$ cat src/rtl/psr_pkg.sv
`default_nettype none
// ----------------------------------------------------------------------------
// psr_pkg : shared types, constants and rank lookup
// Sizes of the item store, class buckets and rank levels, the item record
// that crosses the queue, and the class-to-rank lookup used by the sorter.
// ----------------------------------------------------------------------------
package psr_pkg;

   localparam int MAX_ITEMS   = 64;
   localparam int NUM_CLASSES = 24;

   localparam int TAG_W    = 16;
   localparam int CLASS_W  = 5;
   localparam int RANK_W   = 5;
   localparam int RANK_LEVELS = 1 << RANK_W;
   localparam int HALF_TABLE_W = 60;
   localparam int TABLE_W  = 2 * HALF_TABLE_W;
   localparam int OLEN_W   = 5;

   localparam int IDX_W = (MAX_ITEMS > 1) ? $clog2(MAX_ITEMS) : 1;
   localparam int CNT_W = $clog2(MAX_ITEMS + 1);

   // one bucket per class, plus one for codes outside the class range
   localparam int NUM_BUCKETS = NUM_CLASSES + 1;
   localparam int BKT_W = $clog2(NUM_BUCKETS);

   localparam int QUEUE_DEPTH = 4;
   localparam int QPTR_W = $clog2(QUEUE_DEPTH);
   localparam int QCNT_W = $clog2(QUEUE_DEPTH + 1);

   localparam int REQ_DATA_W = 24;
   localparam int RSP_DATA_W = 24;

   localparam logic [RANK_W-1:0] RANK_UNLISTED = '1;

   // configuration register map (paddr[4:3])
   localparam int CSR_ADDR_W = 5;
   localparam int CSR_DATA_W = 64;
   localparam logic [1:0] REG_RANK_LOW  = 2'd0;
   localparam logic [1:0] REG_RANK_HIGH = 2'd1;
   localparam logic [1:0] REG_ORDER_LEN = 2'd2;

   typedef struct packed {
      logic [TAG_W-1:0]   tag;
      logic [CLASS_W-1:0] cls;
   } psr_entry_type;

   typedef struct packed {
      logic [TAG_W-1:0]   tag;
      logic [CLASS_W-1:0] cls;
      logic [BKT_W-1:0]   bucket;
      logic               last;
   } psr_item_type;

   typedef struct packed {
      logic             loading;
      logic [CNT_W-1:0] count;
   } psr_status_type;

   function automatic logic [RANK_W-1:0] rank_of(
      input logic [CLASS_W-1:0] cls,
      input logic [TABLE_W-1:0] tbl,
      input logic [OLEN_W-1:0]  olen
   );
      logic [RANK_W-1:0] r;
      r = RANK_W'(olen);
      if (cls < CLASS_W'(NUM_CLASSES)) begin
         r = tbl[cls*RANK_W +: RANK_W];
         if (r == RANK_UNLISTED) begin
            r = RANK_W'(olen);
         end
      end
      return r;
   endfunction

endpackage
`default_nettype wire

$ cat src/rtl/psr_front.sv
`default_nettype none
// ----------------------------------------------------------------------------
// psr_front : input stage
// Registers each request beat, sorts its class code into a bucket (codes
// outside the class range share one bucket) and pushes it into the queue.
// ----------------------------------------------------------------------------
module psr_front (
   input  wire logic                           clock,
   input  wire logic                           reset,
   input  wire logic                           req_tvalid,
   output logic                                req_tready,
   input  wire logic [psr_pkg::REQ_DATA_W-1:0] req_tdata,  // tag[15:0], class[20:16]
   input  wire logic                           req_tlast,
   output logic                                q_push,
   output psr_pkg::psr_item_type               q_item,
   input  wire logic                           q_ready
);

   logic                  valid_ff, valid_in;
   psr_pkg::psr_item_type item_ff, item_in;
   logic [psr_pkg::CLASS_W-1:0] cls;

   assign cls        = req_tdata[psr_pkg::TAG_W +: psr_pkg::CLASS_W];
   assign req_tready = !valid_ff || q_ready;
   assign q_push     = valid_ff;
   assign q_item     = item_ff;

   always_comb begin
      valid_in = valid_ff;
      item_in  = item_ff;
      if (req_tready) begin
         valid_in       = req_tvalid;
         item_in.tag    = req_tdata[psr_pkg::TAG_W-1:0];
         item_in.cls    = cls;
         item_in.last   = req_tlast;
         if (cls < psr_pkg::CLASS_W'(psr_pkg::NUM_CLASSES)) begin
            item_in.bucket = psr_pkg::BKT_W'(cls);
         end else begin
            item_in.bucket = psr_pkg::BKT_W'(psr_pkg::NUM_CLASSES);
         end
      end
   end

   always_ff @(posedge clock) begin
      if (reset) begin
         valid_ff <= 1'b0;
      end else begin
         valid_ff <= valid_in;
      end
      item_ff <= item_in;
   end

endmodule
`default_nettype wire

$ cat src/rtl/psr_queue.sv
`default_nettype none
// ----------------------------------------------------------------------------
// psr_queue : short item queue
// Small FIFO between the input stage and the sorter so that each side
// stalls on its own.
// ----------------------------------------------------------------------------
module psr_queue (
   input  wire logic                  clock,
   input  wire logic                  reset,
   input  wire logic                  push,
   input  wire psr_pkg::psr_item_type push_item,
   output logic                       push_ready,
   output logic                       pop_valid,
   output psr_pkg::psr_item_type      pop_item,
   input  wire logic                  pop_ready
);

   psr_pkg::psr_item_type       slot_ff [psr_pkg::QUEUE_DEPTH];
   logic [psr_pkg::QPTR_W-1:0]  wr_ff, wr_in;
   logic [psr_pkg::QPTR_W-1:0]  rd_ff, rd_in;
   logic [psr_pkg::QCNT_W-1:0]  fill_ff, fill_in;
   logic                        do_push, do_pop;

   assign push_ready = fill_ff != psr_pkg::QCNT_W'(psr_pkg::QUEUE_DEPTH);
   assign pop_valid  = fill_ff != '0;
   assign pop_item   = slot_ff[rd_ff];
   assign do_push    = push && push_ready;
   assign do_pop     = pop_valid && pop_ready;

   always_comb begin
      wr_in   = wr_ff;
      rd_in   = rd_ff;
      fill_in = fill_ff;
      if (do_push) begin
         wr_in = (wr_ff == psr_pkg::QPTR_W'(psr_pkg::QUEUE_DEPTH - 1)) ? '0 : wr_ff + 1'b1;
      end
      if (do_pop) begin
         rd_in = (rd_ff == psr_pkg::QPTR_W'(psr_pkg::QUEUE_DEPTH - 1)) ? '0 : rd_ff + 1'b1;
      end
      if (do_push && !do_pop) begin
         fill_in = fill_ff + 1'b1;
      end else if (do_pop && !do_push) begin
         fill_in = fill_ff - 1'b1;
      end
   end

   always_ff @(posedge clock) begin
      if (reset) begin
         wr_ff   <= '0;
         rd_ff   <= '0;
         fill_ff <= '0;
      end else begin
         wr_ff   <= wr_in;
         rd_ff   <= rd_in;
         fill_ff <= fill_in;
      end
      if (do_push) begin
         slot_ff[wr_ff] <= push_item;
      end
   end

endmodule
`default_nettype wire

$ cat src/rtl/psr_back.sv
`default_nettype none
// ----------------------------------------------------------------------------
// psr_back : batch store and counting sorter
// Loads a batch into the item store with per-bucket counts, then builds a
// rank histogram, turns it into start offsets, scatters the batch into the
// sorted store and streams that store out through an output register.
// ----------------------------------------------------------------------------
module psr_back (
   input  wire logic                            clock,
   input  wire logic                            reset,
   input  wire logic [psr_pkg::TABLE_W-1:0]     rank_table,
   input  wire logic [psr_pkg::OLEN_W-1:0]      order_length,
   input  wire logic                            q_valid,
   input  wire psr_pkg::psr_item_type           q_item,
   output logic                                 q_ready,
   output logic                                 rsp_tvalid,
   input  wire logic                            rsp_tready,
   output logic [psr_pkg::RSP_DATA_W-1:0]       rsp_tdata,
   output logic                                 rsp_tlast,
   output psr_pkg::psr_status_type              status
);

   typedef enum logic [4:0] {
      ST_LOAD    = 5'b00001,
      ST_HIST    = 5'b00010,
      ST_PREFIX  = 5'b00100,
      ST_SCATTER = 5'b01000,
      ST_EMIT    = 5'b10000
   } state_type;

   state_type state_ff, state_in;

   logic [psr_pkg::CNT_W-1:0]  count_ff, count_in;
   logic                       ovf_ff, ovf_in;
   logic [psr_pkg::BKT_W-1:0]  bkt_ff, bkt_in;
   logic [psr_pkg::RANK_W-1:0] rnk_ff, rnk_in;
   logic [psr_pkg::CNT_W-1:0]  acc_ff, acc_in;
   logic [psr_pkg::CNT_W-1:0]  ptr_ff, ptr_in;
   logic                       pend_ff, pend_in;
   logic [psr_pkg::CNT_W-1:0]  cls_cnt_ff [psr_pkg::NUM_BUCKETS];
   logic [psr_pkg::CNT_W-1:0]  cls_cnt_in [psr_pkg::NUM_BUCKETS];
   logic [psr_pkg::CNT_W-1:0]  rank_ff [psr_pkg::RANK_LEVELS];
   logic [psr_pkg::CNT_W-1:0]  rank_in [psr_pkg::RANK_LEVELS];

   psr_pkg::psr_entry_type     store_mem [psr_pkg::MAX_ITEMS];
   psr_pkg::psr_entry_type     sorted_mem [psr_pkg::MAX_ITEMS];
   psr_pkg::psr_entry_type     st_rd_ff, so_rd_ff;
   logic                       rd_last_ff;

   logic                       out_valid_ff, out_valid_in;
   psr_pkg::psr_entry_type     out_ent_ff;
   logic                       out_last_ff, out_ovf_ff;

   logic                       pop, store_we, store_re, sorted_we, sorted_re;
   logic                       out_free, load_out, issue;
   logic [psr_pkg::IDX_W-1:0]  sorted_addr;
   logic [psr_pkg::RANK_W-1:0] hist_rank, sc_rank;

   assign q_ready   = state_ff == ST_LOAD;
   assign pop       = q_ready && q_valid;
   assign store_we  = pop && (count_ff < psr_pkg::CNT_W'(psr_pkg::MAX_ITEMS));
   assign out_free  = !out_valid_ff || rsp_tready;
   assign hist_rank = psr_pkg::rank_of(psr_pkg::CLASS_W'(bkt_ff), rank_table, order_length);
   assign sc_rank   = psr_pkg::rank_of(st_rd_ff.cls, rank_table, order_length);
   assign sorted_addr = rank_ff[sc_rank][psr_pkg::IDX_W-1:0];

   assign rsp_tvalid = out_valid_ff;
   assign rsp_tlast  = out_last_ff;
   assign rsp_tdata  = {2'b00, out_ovf_ff, out_ent_ff.cls, out_ent_ff.tag};
   assign status.loading = state_ff == ST_LOAD;
   assign status.count   = count_ff;

   always_comb begin
      state_in   = state_ff;
      count_in   = count_ff;
      ovf_in     = ovf_ff;
      bkt_in     = bkt_ff;
      rnk_in     = rnk_ff;
      acc_in     = acc_ff;
      ptr_in     = ptr_ff;
      pend_in    = pend_ff;
      cls_cnt_in = cls_cnt_ff;
      rank_in    = rank_ff;
      store_re   = 1'b0;
      sorted_we  = 1'b0;
      sorted_re  = 1'b0;
      load_out   = 1'b0;
      issue      = 1'b0;

      unique case (state_ff)
         ST_LOAD: begin
            if (pop) begin
               if (store_we) begin
                  count_in = count_ff + 1'b1;
                  cls_cnt_in[q_item.bucket] = cls_cnt_ff[q_item.bucket] + 1'b1;
               end else begin
                  ovf_in = 1'b1;
               end
               if (q_item.last) begin
                  state_in = ST_HIST;
                  bkt_in   = '0;
                  for (int r = 0; r < psr_pkg::RANK_LEVELS; r++) begin
                     rank_in[r] = '0;
                  end
               end
            end
         end
         ST_HIST: begin
            rank_in[hist_rank] = rank_ff[hist_rank] + cls_cnt_ff[bkt_ff];
            bkt_in = bkt_ff + 1'b1;
            if (bkt_ff == psr_pkg::BKT_W'(psr_pkg::NUM_BUCKETS - 1)) begin
               state_in = ST_PREFIX;
               rnk_in   = '0;
               acc_in   = '0;
            end
         end
         ST_PREFIX: begin
            // replace each count by the offset of its rank
            rank_in[rnk_ff] = acc_ff;
            acc_in = acc_ff + rank_ff[rnk_ff];
            rnk_in = rnk_ff + 1'b1;
            if (rnk_ff == psr_pkg::RANK_W'(psr_pkg::RANK_LEVELS - 1)) begin
               state_in = ST_SCATTER;
               ptr_in   = '0;
               pend_in  = 1'b0;
            end
         end
         ST_SCATTER: begin
            issue    = ptr_ff < count_ff;
            store_re = issue;
            pend_in  = issue;
            if (issue) begin
               ptr_in = ptr_ff + 1'b1;
            end
            if (pend_ff) begin
               sorted_we = 1'b1;
               rank_in[sc_rank] = rank_ff[sc_rank] + 1'b1;
            end
            if (!issue && !pend_ff) begin
               state_in = ST_EMIT;
               ptr_in   = '0;
               pend_in  = 1'b0;
            end
         end
         ST_EMIT: begin
            load_out  = pend_ff && out_free;
            issue     = (ptr_ff < count_ff) && (!pend_ff || out_free);
            sorted_re = issue;
            pend_in   = issue || (pend_ff && !out_free);
            if (issue) begin
               ptr_in = ptr_ff + 1'b1;
            end
            if (!issue && !pend_ff) begin
               state_in = ST_LOAD;
               count_in = '0;
               for (int b = 0; b < psr_pkg::NUM_BUCKETS; b++) begin
                  cls_cnt_in[b] = '0;
               end
            end
         end
         default: begin
            state_in = ST_LOAD;
         end
      endcase
   end

   always_comb begin
      out_valid_in = out_valid_ff;
      if (load_out) begin
         out_valid_in = 1'b1;
      end else if (rsp_tready) begin
         out_valid_in = 1'b0;
      end
   end

   always_ff @(posedge clock) begin
      if (reset) begin
         state_ff     <= ST_LOAD;
         count_ff     <= '0;
         ovf_ff       <= 1'b0;
         pend_ff      <= 1'b0;
         out_valid_ff <= 1'b0;
         for (int b = 0; b < psr_pkg::NUM_BUCKETS; b++) begin
            cls_cnt_ff[b] <= '0;
         end
      end else begin
         state_ff     <= state_in;
         count_ff     <= count_in;
         ovf_ff       <= ovf_in;
         pend_ff      <= pend_in;
         out_valid_ff <= out_valid_in;
         cls_cnt_ff   <= cls_cnt_in;
      end
      bkt_ff  <= bkt_in;
      rnk_ff  <= rnk_in;
      acc_ff  <= acc_in;
      ptr_ff  <= ptr_in;
      rank_ff <= rank_in;
      if (load_out) begin
         out_ent_ff  <= so_rd_ff;
         out_last_ff <= rd_last_ff;
         out_ovf_ff  <= ovf_ff;
      end
   end

   // item store: written in arrival order, read during the scatter
   always_ff @(posedge clock) begin
      if (store_we) begin
         store_mem[count_ff[psr_pkg::IDX_W-1:0]] <= '{tag: q_item.tag, cls: q_item.cls};
      end
      if (store_re) begin
         st_rd_ff <= store_mem[ptr_ff[psr_pkg::IDX_W-1:0]];
      end
   end

   // sorted store: written at rank offsets, read out in order
   always_ff @(posedge clock) begin
      if (sorted_we) begin
         sorted_mem[sorted_addr] <= st_rd_ff;
      end
      if (sorted_re) begin
         so_rd_ff   <= sorted_mem[ptr_ff[psr_pkg::IDX_W-1:0]];
         rd_last_ff <= ptr_ff == (count_ff - 1'b1);
      end
   end

endmodule
`default_nettype wire

$ cat src/rtl/priority_stable_reorder_top.sv
`default_nettype none
// ----------------------------------------------------------------------------
// priority_stable_reorder_top : stable batch reorder by class rank
// Collects a batch of tagged items and returns it sorted by class rank.
// ----------------------------------------------------------------------------
// Usage:
//  - req_* carries one item a beat (tag, class); tlast closes the batch.
//    Up to 64 items are kept; later ones are dropped and a sticky overflow
//    bit is raised, reported on every result beat until reset.
//  - rsp_* returns the batch sorted by rank, equal ranks in arrival order,
//    with tlast on the final beat.
//  - csr_* is an APB port: rank tables for classes 0-11 and 12-23 at 0x00
//    and 0x08 (5 bits a class, 31 = unlisted), order length at 0x10.
//  - Loading takes one item a cycle. After the closing beat the sorter
//    counts buckets into a rank histogram, builds the rank offsets and
//    scatters the batch into the sorted store, then streams one beat a
//    cycle while rsp_tready stays high.
//  - While a batch is sorted or emitted, input beats wait in a 4-entry queue
//    and then back up into req_tready.
//  - A stall on rsp_tready holds the output register and pauses emission.
//  - Reset empties the batch, clears the overflow bit and sets every class
//    unlisted with order length 0; no clearing pass is needed.
// ----------------------------------------------------------------------------
module priority_stable_reorder_top (
   input  wire logic                              clock,
   input  wire logic                              reset,
   input  wire logic                              req_tvalid,
   output logic                                   req_tready,
   input  wire logic [psr_pkg::REQ_DATA_W-1:0]    req_tdata,  // item_tag[15:0], item_class[20:16]
   input  wire logic                              req_tlast,
   output logic                                   rsp_tvalid,
   input  wire logic                              rsp_tready,
   output logic [psr_pkg::RSP_DATA_W-1:0]         rsp_tdata,  // out_tag[15:0], out_class[20:16],
                                                              // overflowed[21]
   output logic                                   rsp_tlast,
   input  wire logic                              csr_psel,
   input  wire logic                              csr_penable,
   input  wire logic                              csr_pwrite,
   input  wire logic [psr_pkg::CSR_ADDR_W-1:0]    csr_paddr,
   input  wire logic [psr_pkg::CSR_DATA_W-1:0]    csr_pwdata,
   output logic [psr_pkg::CSR_DATA_W-1:0]         csr_prdata,
   output logic                                   csr_pready
);

   logic [psr_pkg::HALF_TABLE_W-1:0] rank_low_ff, rank_low_in;
   logic [psr_pkg::HALF_TABLE_W-1:0] rank_high_ff, rank_high_in;
   logic [psr_pkg::OLEN_W-1:0]       olen_ff, olen_in;
   logic                             csr_wr;

   logic                    q_push, q_push_ready, q_valid, q_ready, q_pop;
   psr_pkg::psr_item_type   q_in_item, q_out_item;
   psr_pkg::psr_status_type back_stat;

   assign csr_pready = 1'b1;
   assign csr_wr     = csr_psel && csr_penable && csr_pwrite && csr_pready;

   always_comb begin
      rank_low_in  = rank_low_ff;
      rank_high_in = rank_high_ff;
      olen_in      = olen_ff;
      csr_prdata   = '0;
      unique case (csr_paddr[4:3])
         psr_pkg::REG_RANK_LOW: begin
            csr_prdata = psr_pkg::CSR_DATA_W'(rank_low_ff);
            if (csr_wr) rank_low_in = csr_pwdata[psr_pkg::HALF_TABLE_W-1:0];
         end
         psr_pkg::REG_RANK_HIGH: begin
            csr_prdata = psr_pkg::CSR_DATA_W'(rank_high_ff);
            if (csr_wr) rank_high_in = csr_pwdata[psr_pkg::HALF_TABLE_W-1:0];
         end
         psr_pkg::REG_ORDER_LEN: begin
            csr_prdata = psr_pkg::CSR_DATA_W'(olen_ff);
            if (csr_wr) olen_in = csr_pwdata[psr_pkg::OLEN_W-1:0];
         end
         default: begin
            csr_prdata = '0;
         end
      endcase
   end

   always_ff @(posedge clock) begin
      if (reset) begin
         rank_low_ff  <= '1;
         rank_high_ff <= '1;
         olen_ff      <= '0;
      end else begin
         rank_low_ff  <= rank_low_in;
         rank_high_ff <= rank_high_in;
         olen_ff      <= olen_in;
      end
   end

   psr_front u_front (
      .clock      (clock),
      .reset      (reset),
      .req_tvalid (req_tvalid),
      .req_tready (req_tready),
      .req_tdata  (req_tdata),
      .req_tlast  (req_tlast),
      .q_push     (q_push),
      .q_item     (q_in_item),
      .q_ready    (q_push_ready)
   );

   psr_queue u_queue (
      .clock      (clock),
      .reset      (reset),
      .push       (q_push),
      .push_item  (q_in_item),
      .push_ready (q_push_ready),
      .pop_valid  (q_valid),
      .pop_item   (q_out_item),
      .pop_ready  (q_ready)
   );

   psr_back u_back (
      .clock        (clock),
      .reset        (reset),
      .rank_table   ({rank_high_ff, rank_low_ff}),
      .order_length (olen_ff),
      .q_valid      (q_valid),
      .q_item       (q_out_item),
      .q_ready      (q_ready),
      .rsp_tvalid   (rsp_tvalid),
      .rsp_tready   (rsp_tready),
      .rsp_tdata    (rsp_tdata),
      .rsp_tlast    (rsp_tlast),
      .status       (back_stat)
   );

   assign q_pop = q_valid && q_ready;

   a_no_pop_while_sorting: assert property (@(posedge clock) disable iff (reset)
      !back_stat.loading |-> !q_pop)
      else $error("queue popped while the sorter is busy");

   a_batch_end_starts_sort: assert property (@(posedge clock) disable iff (reset)
      q_pop && q_out_item.last |=> !back_stat.loading)
      else $error("closing beat did not start the sort");

   a_count_in_range: assert property (@(posedge clock) disable iff (reset)
      back_stat.count <= psr_pkg::CNT_W'(psr_pkg::MAX_ITEMS))
      else $error("item count beyond store capacity");

endmodule
`default_nettype wire
$ cat config.mk
export PLATFORM = sky130hd
export DESIGN_NAME = priority_stable_reorder_top
export DESIGN_NICKNAME = d
export VERILOG_FILES = /design/src/rtl/psr_pkg.sv /design/src/rtl/psr_front.sv /design/src/rtl/psr_queue.sv /design/src/rtl/psr_back.sv /design/src/rtl/priority_stable_reorder_top.sv
export SDC_FILE = /design/constraint.sdc
export NUM_CORES = 2
export LEC_CHECK = 0
export BUFFER_PORTS_ARGS = -buffer_cell sky130_fd_sc_hd__buf_2
export CAP_MARGIN = 20
export CORE_ASPECT_RATIO = 2
export CORE_MARGIN = 5
export CORE_UTILIZATION = 39
export DETAILED_ROUTE_END_ITERATION = 10
export GPL_TIMING_DRIVEN = 0
export REMOVE_ABC_BUFFERS = 1
export SLEW_MARGIN = 30
export SYNTH_ARGS = -nofsm -noshare
export SYNTH_HDL_FRONTEND = slang
export SYNTH_HIERARCHICAL = 1
export SYNTH_SLANG_ARGS = --single-unit
export TNS_END_PERCENT = 50
$ cat constraint.sdc
create_clock -name clock -period 37.1 [get_ports clock]
set_clock_uncertainty 0.1 [all_clocks]
set_input_delay 0 -clock clock [delete_from_list [all_inputs] [get_ports clock]]
set_output_delay 0 -clock clock [all_outputs]
set_load 0.005 [all_outputs]
==> summary.txt <==
Pwr
  – Seq pwr share: 46.0%
  – P_sw: 3.41 mW
  – Sw Share: 32.2%
  – Pleak: 56.8 nW
  – Clock share of power: 30.5%
  – Combinational power share: 23.5%
  – Peak VDD IR: 0.113 mV
  – Power per cell area: 60.5 mW/mm²
  – Int Pwr: 7.17 mW

Routing
  – Routed vias: 85800
  – Drt first pass iters: 10
  – Vias/cell: 6.02
  – WL/cell: a little over 30 µm
  – Final wirelength: 436 mm
  – First-iteration detailed-routing DRC count: 8976
  – Routed Antenna Nets: 0
  – Residual DRC: 0

Hold path
  – Hold Crit Class: input pin to flop
  – Hold EP: u_back/rsp_tvalid
  – Hold_sp: rsp_tready
  – Min-Delay Path Depth: 4

STA
  – # setup viols final: 0
  – RSZ-0062 raised after global routing: false
  – Period utilisation layout: 24.9%
  – Upper clock frequency limit: 0.108 GHz
  – Max Slew Vio Count: 0
  – Slew Limit Headroom: 28.0%
  – Post-layout worst setup margin: 27.85 ns
  – Tightest Pin Transition: 1.08 ns
  – Endpoints failing hold: 0
  – Setup TNS: 0 ns
  – Tmin final: 9.25 ns

Placement
  – Post-place setup slack: 28.00 ns
  – Port Buffer Count: 175
  – HPWL Detailed: between 300 and 400 mm
  – GPL Wtd Cong: 0.935

Global route
  – First-pass GRT wire length: ~630 mm
  – Remaining Overflow, GRT: 0
  – Largest net degree at the start of global routing: 120
  – Initial antenna violation count: 3
  – GRT Util Overall: a little over a fifth
  – Vias in the first global route: 89200

Yosys
  – YS warnings: 6
  – Post-Synthesis Cells: 8337
  – Synthesized area: 0.147 mm²
  – Post-Syn Area per Cell: 17.7 µm²

Clock network
  – CTS tree: done
  – Max Buffers Root-to-Sink: 4
  – H-tree Lvls: 5
  – Setup bufs post-CTS: 0
  – Reg clk slew, reported paths: 0.07 ns
  – CTS root buf: clkbuf_16
  – Num CTS Buffers: 312
  – Clk_lat worst skew: 0.91 ns
  – Hold bufs inserted after CTS: 195
  – CTS resizes: 0
  – CTS Sinks: 3404

Worst setup path
  – CP endpoint kind: flop
  – Setup Crit Path Kind: flop to flop
  – Register-to-Register Path Depth: 21
  – Reg2reg start: u_back/bkt_ff[4]
  – Reg2reg end: u_back/rank_ff[24]
  – Worst Path Required: 37.62 ns
  – FF-to-FF setup slack: 27.85 ns
  – Worst Path Arrival: approximately 9.8 ns
  – Startpoint Class: flop
  – CP max FO: 24

Layout
  – Most common cell after layout, fill and taps aside: edfxtp_1
  – Area Growth Syn to Fin: 18.7%
  – Nets@finish: 9162
  – Share of cells above drive strength 1: 28.2%
  – Commonest non-fill, non-tap cells in the layout: 3104 x edfxtp_1, 1062 x mux4_2, 639 x nor2_1

Die
  – Row Count: 319
  – Core area: approximately 0.38 mm²
  – Die Height: 879 µm
  – Die ar.: 0.391 mm²
  – Die width: approximately 440 µm
  – Top Ports: 193
  – Initial core utilization: 39.1%

Outcome
  – Status: completed

Flow run
  – Max Cap Viol: 0
==> state kept, by name, summed over array words and instances, names as in the netlist, 2 cells and up, named ones only <==
| name | flops |
|---|---|
| u_back/cls_cnt_ff | 150 |
| u_queue/rd_ff | 2 |
| u_front/q_item | 27 |
| u_back/so_rd_ff | 21 |
| u_back/sorted_mem | 1344 |
| u_queue/wr_ff | 2 |
| u_queue/slot_ff | 108 |
| rank_low_ff | 60 |
| u_back/rank_ff | 192 |
| u_back/store_mem | 1344 |
| rank_high_ff | 60 |
| olen_ff | 5 |
| u_back/ptr_ff | 7 |
| u_back/st_rd_ff | 21 |
| u_back/count_ff | 7 |
| u_back/rnk_ff | 5 |
| u_back/acc_ff | 6 |
| u_back/bkt_ff | 5 |
| u_back/state_ff | 5 |
| u_back/rsp_tdata | 21 |
| u_queue/fill_ff | 3 |
==> routing by layer <==
metal	track usage, %	share of wire [%]	wire (µm)	up-vias
li1	-	-	-	35400
met1	23.9	33	144000	44600
met2	40.5	54	233000	4269
met3	3.10	6.3	27500	1456
met4	12.4	7.1	31100	0
met5	0	0	0	-
==> power by group through the flow <==
| stage | logic, mW | registers (mW) | clock network [mW] |
|---|---|---|---|
| detailed placement | 2.37 | 4.93 | 0 |
| CTS | 2.39 | 4.84 | 3.30 |
| floorplan | 1.25 | 4.93 | 0 |
| global route | 2.56 | 4.86 | 3.45 |
| global placement | 2.05 | 5.16 | 0 |
| finish | 2.48 | 4.86 | 3.23 |
==> per-stage QoR <==
step / util, % / cell area (µm²) / std cells / total power [mW] / hold WS, ns
floorplan: - / 145000 / 7750 / 6.18 / -0.0689
CTS: 46.4 / 175000 / 14200 / 10.5 / 0.102
finish: 46.4 / 175000 / 14200 / 10.6 / 0.203
global route: 46.4 / 175000 / 14200 / 10.9 / 0.183
global placement: 40.2 / 152000 / 12900 / 7.21 / 0.0842
detailed placement: 43.2 / 163000 / 13500 / 7.30 / 0.0795
==> worst max path at each step <==
stage | startpoint | endpoint | slack, ns
detailed placement | u_back/bkt_ff[4] | u_back/rank_ff[12] | 28.00
floorplan | u_back/ptr_ff[0] | u_back/cls_cnt_ff[101] | 7.14
global placement | u_back/state_ff[4] | u_back/rank_ff[217] | -7.30
CTS | u_back/bkt_ff[4] | u_back/rank_ff[5] | 28.02
global route | u_back/bkt_ff[0] | u_back/rank_ff[12] | 27.92
finish | u_back/bkt_ff[4] | u_back/rank_ff[24] | 27.85
==> final cells by class <==
class                   count  area, µm²
clock buffers             382       8230
multi-input cells        4282      46500
repair buffers            959      12600
well taps                4975       6220
inverters                  64        240
diodes                      2       5.00
fillers                 31600     202000
clock inverters           181       1770
flip-flops and latches   3404      99200
==> critical path, stage by stage, from the launching register on <==
cell and delay, ns:
edfxtp_1 1.00, inv_1 0.64, nor2_1 0.32, a22oi_1 0.23, a311oi_1 0.75, nand3_2 0.64
a21oi_4 0.78, buf_16 0.25, buf_16 0.18, and2_1 0.14, a211oi_1 0.04, a31oi_1 0.33
a211oi_1 0.23, a311oi_1 0.75, ha_1 0.37, a21o_1 0.17, a21oi_1 0.31, xnor2_2 0.31
and2_2 0.52, buf_16 0.27, a222oi_1 0.40, o21ai_0 0.16
No activity file was read; power rests on OpenSTA's default activity.
